File: src/brrs_pkg.sv
package brrs_pkg;

    localparam int unsigned SECONDS_BITS_DEF = 8;
    localparam int unsigned FIELD_W          = 8;
    localparam int unsigned TPS_W            = 10;
    localparam logic [TPS_W-1:0] TPS_RESET   = TPS_W'(1000);

    typedef enum logic [1:0] {
        MODE_TICK  = 2'd0,
        MODE_START = 2'd1,
        MODE_STOP  = 2'd2
    } t_mode;

    localparam logic [1:0] PHASE_IDLE = 2'd0;
    localparam logic [1:0] PHASE_RING = 2'd1;
    localparam logic [1:0] PHASE_REST = 2'd2;

endpackage

File: src/brrs_in_if.sv
interface brrs_in_if import brrs_pkg::*; ();
    logic               valid;
    logic               ready;
    logic [1:0]         mode;
    logic [FIELD_W-1:0] ring_seconds;
    logic [FIELD_W-1:0] rest_seconds;
    logic [FIELD_W-1:0] ring_count;

    modport source (output valid, mode, ring_seconds, rest_seconds, ring_count,
                    input ready);
    modport sink   (input valid, mode, ring_seconds, rest_seconds, ring_count,
                    output ready);
endinterface

File: src/brrs_out_if.sv
interface brrs_out_if import brrs_pkg::*; ();
    logic               valid;
    logic               ready;
    logic               bell_level;
    logic [1:0]         phase;
    logic [FIELD_W-1:0] rings_left;
    logic               endless;
    logic               start_held;
    logic               sequence_done;

    modport source (output valid, bell_level, phase, rings_left, endless, start_held,
                    sequence_done, input ready);
    modport sink   (input valid, bell_level, phase, rings_left, endless, start_held,
                    sequence_done, output ready);
endinterface

File: src/bell_ring_rest_sequencer.sv
// Bell ring/rest sequencer.
// Input channel i_in carries tick, start and stop items; output channel o_out
// returns one status item per transfer in: bell level, phase, rings left,
// endless flag, held-start flag and a sequence-done pulse.
// ticks_per_second is written through i_cfg_we/i_cfg_wdata; the user must write it
// only while the block is idle, which the block does not enforce; 0 counts as 1.
// The registered status for an input transfer is valid on o_out in the cycle
// after the transfer. Throughput: one item per cycle unless o_out stalls; an
// item's update is one pass through one seconds-by-rate multiplier and counters.
// The input stays ready while the output register is empty or being emptied,
// so a stalled receiver holds one finished status and stops input after it.
// Reset (synchronous, active low) returns to idle with no held start, an
// empty output register and ticks_per_second at 1000.
module bell_ring_rest_sequencer import brrs_pkg::*; #(
    parameter int unsigned SECONDS_BITS = SECONDS_BITS_DEF
) (
    input  logic                i_clk,
    input  logic                i_rst_n,
    input  logic                i_cfg_we,
    input  logic [TPS_W-1:0]    i_cfg_wdata,
    brrs_in_if.sink             i_in,
    brrs_out_if.source          o_out
);

    localparam int unsigned SW    = SECONDS_BITS;
    localparam int unsigned LEN_W = SW + TPS_W;
    localparam int unsigned CW    = (SW > FIELD_W) ? SW : FIELD_W;
    localparam logic [CW-1:0] SEC_TOP = CW'((64'd1 << SW) - 64'd1);

    typedef enum logic [2:0] {
        ST_IDLE = 3'b001,
        ST_RING = 3'b010,
        ST_REST = 3'b100
    } t_state;

    function automatic logic [SW-1:0] clamp_secs(input logic [FIELD_W-1:0] s);
        logic [CW-1:0] wide;
        wide = CW'(s);
        return (wide > SEC_TOP) ? SW'(SEC_TOP) : SW'(wide);
    endfunction

    logic [TPS_W-1:0]   r_tps;
    t_state             r_state, n_state;
    logic [LEN_W-1:0]   r_ticks, n_ticks;
    logic [FIELD_W-1:0] r_rings, n_rings;
    logic               r_forever, n_forever;
    logic [SW-1:0]      r_ring_t, n_ring_t;
    logic [SW-1:0]      r_rest_t, n_rest_t;
    logic               r_held_valid, n_held_valid;
    logic [SW-1:0]      r_held_ring, n_held_ring;
    logic [SW-1:0]      r_held_rest, n_held_rest;
    logic [FIELD_W-1:0] r_held_rep, n_held_rep;

    logic               r_out_valid;
    logic               r_bell;
    logic [1:0]         r_phase;
    logic [FIELD_W-1:0] r_rings_left;
    logic               r_endless;
    logic               r_start_held;
    logic               r_done;

    logic               in_ready;
    logic               in_xfer;
    logic [SW-1:0]      in_ring;
    logic [SW-1:0]      in_rest;
    logic [TPS_W-1:0]   tps_eff;
    logic [FIELD_W-1:0] rings_dec;
    logic               seq_end;
    logic [LEN_W-1:0]   ticks_dec;
    logic [SW-1:0]      sel_secs;
    logic [LEN_W-1:0]   prod;
    logic [LEN_W-1:0]   len;
    logic               done;

    assign in_ready = !r_out_valid || o_out.ready;
    assign in_xfer  = i_in.valid && in_ready;
    assign i_in.ready = in_ready;

    assign in_ring = clamp_secs(i_in.ring_seconds);
    assign in_rest = clamp_secs(i_in.rest_seconds);
    assign tps_eff = (r_tps == '0) ? TPS_W'(1) : r_tps;

    assign rings_dec = (!r_forever && r_rings != '0) ? r_rings - FIELD_W'(1) : r_rings;
    assign seq_end   = !r_forever && rings_dec == '0;
    assign ticks_dec = (r_ticks != '0) ? r_ticks - LEN_W'(1) : r_ticks;

    // pick the seconds of whichever phase could begin on this item
    always_comb begin
        unique case (r_state)
            ST_RING: sel_secs = seq_end ? r_held_ring : r_rest_t;
            ST_REST: sel_secs = r_held_valid ? r_held_ring : r_ring_t;
            default: sel_secs = in_ring;
        endcase
    end

    assign prod = LEN_W'(sel_secs) * LEN_W'(tps_eff);
    assign len  = (prod == '0) ? LEN_W'(1) : prod;

    always_comb begin
        n_state      = r_state;
        n_ticks      = r_ticks;
        n_rings      = r_rings;
        n_forever    = r_forever;
        n_ring_t     = r_ring_t;
        n_rest_t     = r_rest_t;
        n_held_valid = r_held_valid;
        n_held_ring  = r_held_ring;
        n_held_rest  = r_held_rest;
        n_held_rep   = r_held_rep;
        done         = 1'b0;
        if (in_xfer) begin
            case (i_in.mode)
                MODE_START: begin
                    if (r_state == ST_IDLE) begin
                        n_state   = ST_RING;
                        n_ticks   = len;
                        n_rings   = i_in.ring_count;
                        n_forever = (i_in.ring_count == '0);
                        n_ring_t  = in_ring;
                        n_rest_t  = in_rest;
                    end else begin
                        n_held_valid = 1'b1;
                        n_held_ring  = in_ring;
                        n_held_rest  = in_rest;
                        n_held_rep   = i_in.ring_count;
                    end
                end
                MODE_STOP: begin
                    n_state      = ST_IDLE;
                    n_ticks      = '0;
                    n_rings      = '0;
                    n_forever    = 1'b0;
                    n_held_valid = 1'b0;
                end
                MODE_TICK: begin
                    if (r_state != ST_IDLE) begin
                        n_ticks = ticks_dec;
                        if (ticks_dec == '0) begin
                            if (r_state == ST_RING) begin
                                n_rings = rings_dec;
                                if (seq_end) begin
                                    done = 1'b1;
                                    if (!r_held_valid) begin
                                        n_state   = ST_IDLE;
                                        n_rings   = '0;
                                        n_forever = 1'b0;
                                    end
                                end else begin
                                    n_state = ST_REST;
                                    n_ticks = len;
                                end
                            end else if (!r_held_valid) begin
                                n_state = ST_RING;
                                n_ticks = len;
                            end
                            // launch the held start at a sequence end or rest end
                            if (r_held_valid && (r_state == ST_REST || seq_end)) begin
                                n_state      = ST_RING;
                                n_ticks      = len;
                                n_rings      = r_held_rep;
                                n_forever    = (r_held_rep == '0);
                                n_ring_t     = r_held_ring;
                                n_rest_t     = r_held_rest;
                                n_held_valid = 1'b0;
                            end
                        end
                    end
                end
                default: ;
            endcase
        end
    end

    always_ff @(posedge i_clk) begin
        if (!i_rst_n) begin
            r_tps        <= TPS_RESET;
            r_state      <= ST_IDLE;
            r_ticks      <= '0;
            r_rings      <= '0;
            r_forever    <= 1'b0;
            r_ring_t     <= '0;
            r_rest_t     <= '0;
            r_held_valid <= 1'b0;
            r_out_valid  <= 1'b0;
        end else begin
            if (i_cfg_we) begin
                r_tps <= i_cfg_wdata;
            end
            r_state      <= n_state;
            r_ticks      <= n_ticks;
            r_rings      <= n_rings;
            r_forever    <= n_forever;
            r_ring_t     <= n_ring_t;
            r_rest_t     <= n_rest_t;
            r_held_valid <= n_held_valid;
            if (in_xfer) begin
                r_out_valid <= 1'b1;
            end else if (o_out.ready) begin
                r_out_valid <= 1'b0;
            end
        end
    end

    // payload registers: held start fields and the status item
    always_ff @(posedge i_clk) begin
        r_held_ring <= n_held_ring;
        r_held_rest <= n_held_rest;
        r_held_rep  <= n_held_rep;
        if (in_xfer) begin
            r_bell       <= (n_state == ST_RING);
            r_phase      <= (n_state == ST_RING) ? PHASE_RING :
                            (n_state == ST_REST) ? PHASE_REST : PHASE_IDLE;
            r_rings_left <= n_forever ? '0 : n_rings;
            r_endless    <= n_forever;
            r_start_held <= n_held_valid;
            r_done       <= done;
        end
    end

    assign o_out.valid         = r_out_valid;
    assign o_out.bell_level    = r_bell;
    assign o_out.phase         = r_phase;
    assign o_out.rings_left    = r_rings_left;
    assign o_out.endless       = r_endless;
    assign o_out.start_held    = r_start_held;
    assign o_out.sequence_done = r_done;

endmodule

File: src/flat_wrapper.sv
// flat-port wrapper written by rule: the top's interface ports become plain ports
module bell_ring_rest_sequencer_flat import brrs_pkg::*;
#(
    parameter int unsigned SECONDS_BITS = SECONDS_BITS_DEF
)
  (i_clk, i_rst_n, i_cfg_we, i_cfg_wdata, i_in_valid, i_in_mode, i_in_ring_seconds, i_in_rest_seconds, i_in_ring_count, i_in_ready, o_out_valid, o_out_bell_level, o_out_phase, o_out_rings_left, o_out_endless, o_out_start_held, o_out_sequence_done, o_out_ready);
  brrs_in_if i_in_i ();
  brrs_out_if o_out_i ();
  input  logic i_clk;
  input  logic i_rst_n;
  input  logic i_cfg_we;
  input  logic [TPS_W-1:0] i_cfg_wdata;
  input wire logic [$bits(i_in_i.valid)-1:0] i_in_valid;
  input wire logic [$bits(i_in_i.mode)-1:0] i_in_mode;
  input wire logic [$bits(i_in_i.ring_seconds)-1:0] i_in_ring_seconds;
  input wire logic [$bits(i_in_i.rest_seconds)-1:0] i_in_rest_seconds;
  input wire logic [$bits(i_in_i.ring_count)-1:0] i_in_ring_count;
  output wire logic [$bits(i_in_i.ready)-1:0] i_in_ready;
  output wire logic [$bits(o_out_i.valid)-1:0] o_out_valid;
  output wire logic [$bits(o_out_i.bell_level)-1:0] o_out_bell_level;
  output wire logic [$bits(o_out_i.phase)-1:0] o_out_phase;
  output wire logic [$bits(o_out_i.rings_left)-1:0] o_out_rings_left;
  output wire logic [$bits(o_out_i.endless)-1:0] o_out_endless;
  output wire logic [$bits(o_out_i.start_held)-1:0] o_out_start_held;
  output wire logic [$bits(o_out_i.sequence_done)-1:0] o_out_sequence_done;
  input wire logic [$bits(o_out_i.ready)-1:0] o_out_ready;
  assign i_in_i.valid = i_in_valid;
  assign i_in_i.mode = i_in_mode;
  assign i_in_i.ring_seconds = i_in_ring_seconds;
  assign i_in_i.rest_seconds = i_in_rest_seconds;
  assign i_in_i.ring_count = i_in_ring_count;
  assign i_in_ready = i_in_i.ready;
  assign o_out_valid = o_out_i.valid;
  assign o_out_bell_level = o_out_i.bell_level;
  assign o_out_phase = o_out_i.phase;
  assign o_out_rings_left = o_out_i.rings_left;
  assign o_out_endless = o_out_i.endless;
  assign o_out_start_held = o_out_i.start_held;
  assign o_out_sequence_done = o_out_i.sequence_done;
  assign o_out_i.ready = o_out_ready;
  bell_ring_rest_sequencer #(.SECONDS_BITS(SECONDS_BITS)) u_core (.i_clk(i_clk), .i_rst_n(i_rst_n), .i_cfg_we(i_cfg_we), .i_cfg_wdata(i_cfg_wdata), .i_in(i_in_i), .o_out(o_out_i));
endmodule
File: config.mk
export PLATFORM = sky130hd
export DESIGN_NAME = bell_ring_rest_sequencer_flat
export DESIGN_NICKNAME = d
export VERILOG_FILES = /design/src/brrs_pkg.sv /design/src/brrs_in_if.sv /design/src/brrs_out_if.sv /design/src/bell_ring_rest_sequencer.sv /design/src/flat_wrapper.sv
export SDC_FILE = /design/constraint.sdc
export NUM_CORES = 1
export LEC_CHECK = 0
export BUFFER_PORTS_ARGS = -buffer_cell sky130_fd_sc_hd__clkbuf_2
export CORE_MARGIN = 3
export CORE_UTILIZATION = 50
export CTS_CLUSTER_SIZE = 24
export DETAILED_ROUTE_END_ITERATION = 16
export GPL_ROUTABILITY_DRIVEN = 0
export PLACE_DENSITY = 0.65
export SYNTH_ARGS = -nofsm -noshare
export SYNTH_HDL_FRONTEND = slang
export SYNTH_SLANG_ARGS = --single-unit
File: constraint.sdc
create_clock -name i_clk -period 17.9 [get_ports i_clk]
set_input_delay 3.58 -clock i_clk [delete_from_list [all_inputs] [get_ports i_clk]]
set_output_delay 3.58 -clock i_clk [all_outputs]
set_load 0.02 [all_outputs]
==> reports/qor.yml <==
status:
  status: "complete, no violations"
yosys:
  ys_warn_count: 0
  synth.most_common_cell: "inv_1"
  synth-xor-area-share_pct: 1.77
  synth-simple-area-share_pct: 22.7
  synth_area_sq_um: 8410
  syn_nets: 1081
  synthArstFlopShare_pct: 0
  synth_top_family_by_area: "simple AND/OR/NAND/NOR gates"
  synthDominantCellAreaShare_pct: 13.8
  synth_cell_types: 84
  synthMuxAreaShare_pct: 6.53
  synthTopCellsByCount: "inv_1 (90), nand2_1 (89), and2_1 (68)"
  ys_top_cells_by_area: "dfxtp_1 (14%), edfxtp_1 (14%), fa_1 (11%)"
  synth_adder_area_share_pct: 17.4
  ys_seq_area_share_pct: 27.4
  synth-main-ff-cell: "dfxtp_1"
  ys_ff_latch: 96
  synth_compound_area_share_pct: 17.3
  syn_avg_cell_area_sq_um: 8.83
  synth_largest_area_cell: "dfxtp_1"
  synth_edf_count: 38
  syn_inst: 952
worst_setup_path:
  path_max_fanout: 10
  cp-end-kind: "flip-flop"
  crit_required_ns: 18.20
  crit_path_start_kind: "primary input"
  worstPathArrival_ns: 9.04
  r2r_slack_ns: 10.10
  worst-setup-path-type: "primary input to flip-flop"
cts:
  cts_hold_buf: 0
  root_buffer: "clkbuf_16"
  cts_buffers: 9
  clkSlewWorstSetupHoldPaths_ns: 0.07
  cts_tree: "yes"
  cts_setup_buffers: 0
  cts_max_level: 3
  clkSinkCount: 96
  clock_latency_ns: 0.36
  clk_path_buf_depth: 2
  cts_resized: 0
timing:
  fin_skew_ns: 0.0124
  slew_headroom_pct: 37.1
  hold_viol: 0
  rsz0062_at_grt: "false"
  fin_tns_setup_ns: 0
  timing.final.crit_share_pct: 48.8
  fmax_mhz: 114
  finalSetupViolCount: 0
  tightest_slew_ns: 0.943
  finalMaxSlewViolations: 0
  fin_crit_ns: 8.74
floorplan:
  die_w_um: 136
  start_util_pct: 52.0
  dieArea_sq_um: 18400
  fp-row-count: 46
  core_sq_um: 16200
  die_h_um: 136
  pin_count: 57
layout:
  diodes: 0
  multiInputGateArea_sq_um: 5530
  fillers: 1518
  nets: 1101
  final_cells: 1193
  drive_above_1_share_pct: 10.5
  area_growth_pct: 8.19
  register_area_sq_um: 2300
global_routing:
  overflow: 0
  grt_pass1_vias: 6912
  antenna_found_initial: 0
  gr-usage-all-layers_pct: 24.6
  grt_start_max_net_pins: 63
  grt_pass1_wl_mm: 35.9
detailed_routing:
  totalWireLength_mm: 22.2
  antenna_left: 0
  dr.pass1.iters: 5
  via_per_inst: 6.06
  drtIter0Drc: 545
  vias: 7231
  wire_per_inst_um: 18.6
  drcViolationCount: 0
power:
  max-vdd-ir-drop_mv: 0.0810
  p_per_area_nw_per_um2: 118
  power_uw: 1070
  leakagePower_uw: 0.00398
place:
  place_hpwl_mm: 16.7
  port_buffers: 56
  post-place-cells: 1177
worst_hold_path:
  hold_class: "flip-flop to flip-flop"
flow_run:
  max-cap-violations: 0
## metrics by stage
| stage | utilization (%) | cell area (sq um) | hold slack (ns) | setup WS (ns) |
|---|---|---|---|---|
| finish | 56.2 | 9090 | 0.502 | 9.16 |
| global route | 56.2 | 9090 | 0.520 | 8.83 |
| floorplan | - | 8410 | 0.470 | 9.59 |
| global placement | 54.1 | 8750 | 0.482 | 8.98 |
| detailed placement | 54.1 | 8750 | 0.487 | 8.83 |
| CTS | 56.2 | 9090 | 0.503 | 9.21 |
## placed cells by master, fill, tap and decap left out, types with 10 or more instances in the layout
cell type  synthesis  layout
inv_1             90      90
nand2_1           89      89
and2_1            68      68
dfxtp_1           58      58
nor2_1            56      56
clkbuf_2           0      56
fa_1              48      48
mux2i_1           47      47
o21ai_0           42      42
a21oi_1           42      42
ha_1              40      40
edfxtp_1          38      38
nand3_1           27      27
nor3_1            22      22
o211a_1           18      18
nor2b_1           13      13
xnor2_1           13      13
nor4_1            12      11
nand4_1           10      10
clkbuf_16          0      10
## kinds of logic after synthesis
kind of cell / count (synthesis)
and+or+nand+nor: 350
AOI/OAI and AO/OA: 205
buffers and inverters: 142
DFF: 96
adders and majority gates: 88
muxes: 54
xor gates and xnor gates: 17
## final timing paths
path	cells after the start	start	end
worst min-delay path	1	u_core.r_ring_t[4]	u_core.r_ring_t[4]
worst max register to register	25	u_core.r_rings[0]	u_core.r_ticks[0]
worst min register to register	1	u_core.r_ring_t[4]	u_core.r_ring_t[4]
worst max-delay path	21	i_in_ring_seconds[2]	u_core.r_ticks[0]
## worst max-delay path, cell delays in order
cell and delay [ns]:
clkbuf_2 0.10, nand2_1 0.06, o221ai_1 0.39, and2_1 0.35, fa_1 0.53, inv_1 0.05, fa_1 0.53, inv_1 0.05
fa_1 0.48, inv_1 0.05, fa_1 0.48, inv_1 0.06, ha_1 0.35, o21ai_0 0.10, a21oi_1 0.26, o2111ai_1 0.25
a21boi_0 0.34, o21ai_0 0.14, a2111o_1 0.42, o41ai_1 0.28, a31o_2 0.19
## per-layer routing
metal	track usage, %	wire length, um	vias to the layer above
met5	0	0	-
met3	5.13	1260	44
met2	38.4	10200	239
met4	8.23	573	0
met1	34.2	10100	3513
li1	-	-	3435
## flip-flops by register name, indices dropped and copies added (netlist names), 2 cells and up
signal / cells
u_core.o_out.phase: 2
u_core.o_out.rings_left: 8
u_core.r_held_rep: 8
u_core.r_held_rest: 8
u_core.r_held_ring: 8
u_core.r_rest_t: 8
u_core.r_ring_t: 8
u_core.r_rings: 8
u_core.r_state: 3
u_core.r_ticks: 18
u_core.r_tps: 10
## final cells by class
type / instances / share of cell area (%)
multi-input cells: 714 / 60.8
clock buffers: 11 / 2.79
clock inverters: 5 / 0.963
inverters: 91 / 3.76
flip-flops and latches: 96 / 25.3
well taps: 216 / 2.97
repair buffers: 60 / 3.41
## where the power goes
| part | total [uW] | switching [uW] | internal, uW | leakage [uW] |
|---|---|---|---|---|
| clock network | 223 | 90.9 | 132 | 0.000163 |
| registers | 266 | 23.3 | 243 | 0.000834 |
| logic | 581 | 353 | 228 | 0.00298 |
| total | 1070 | 467 | 603 | 0.00398 |
(Power assumes the default switching activity.)
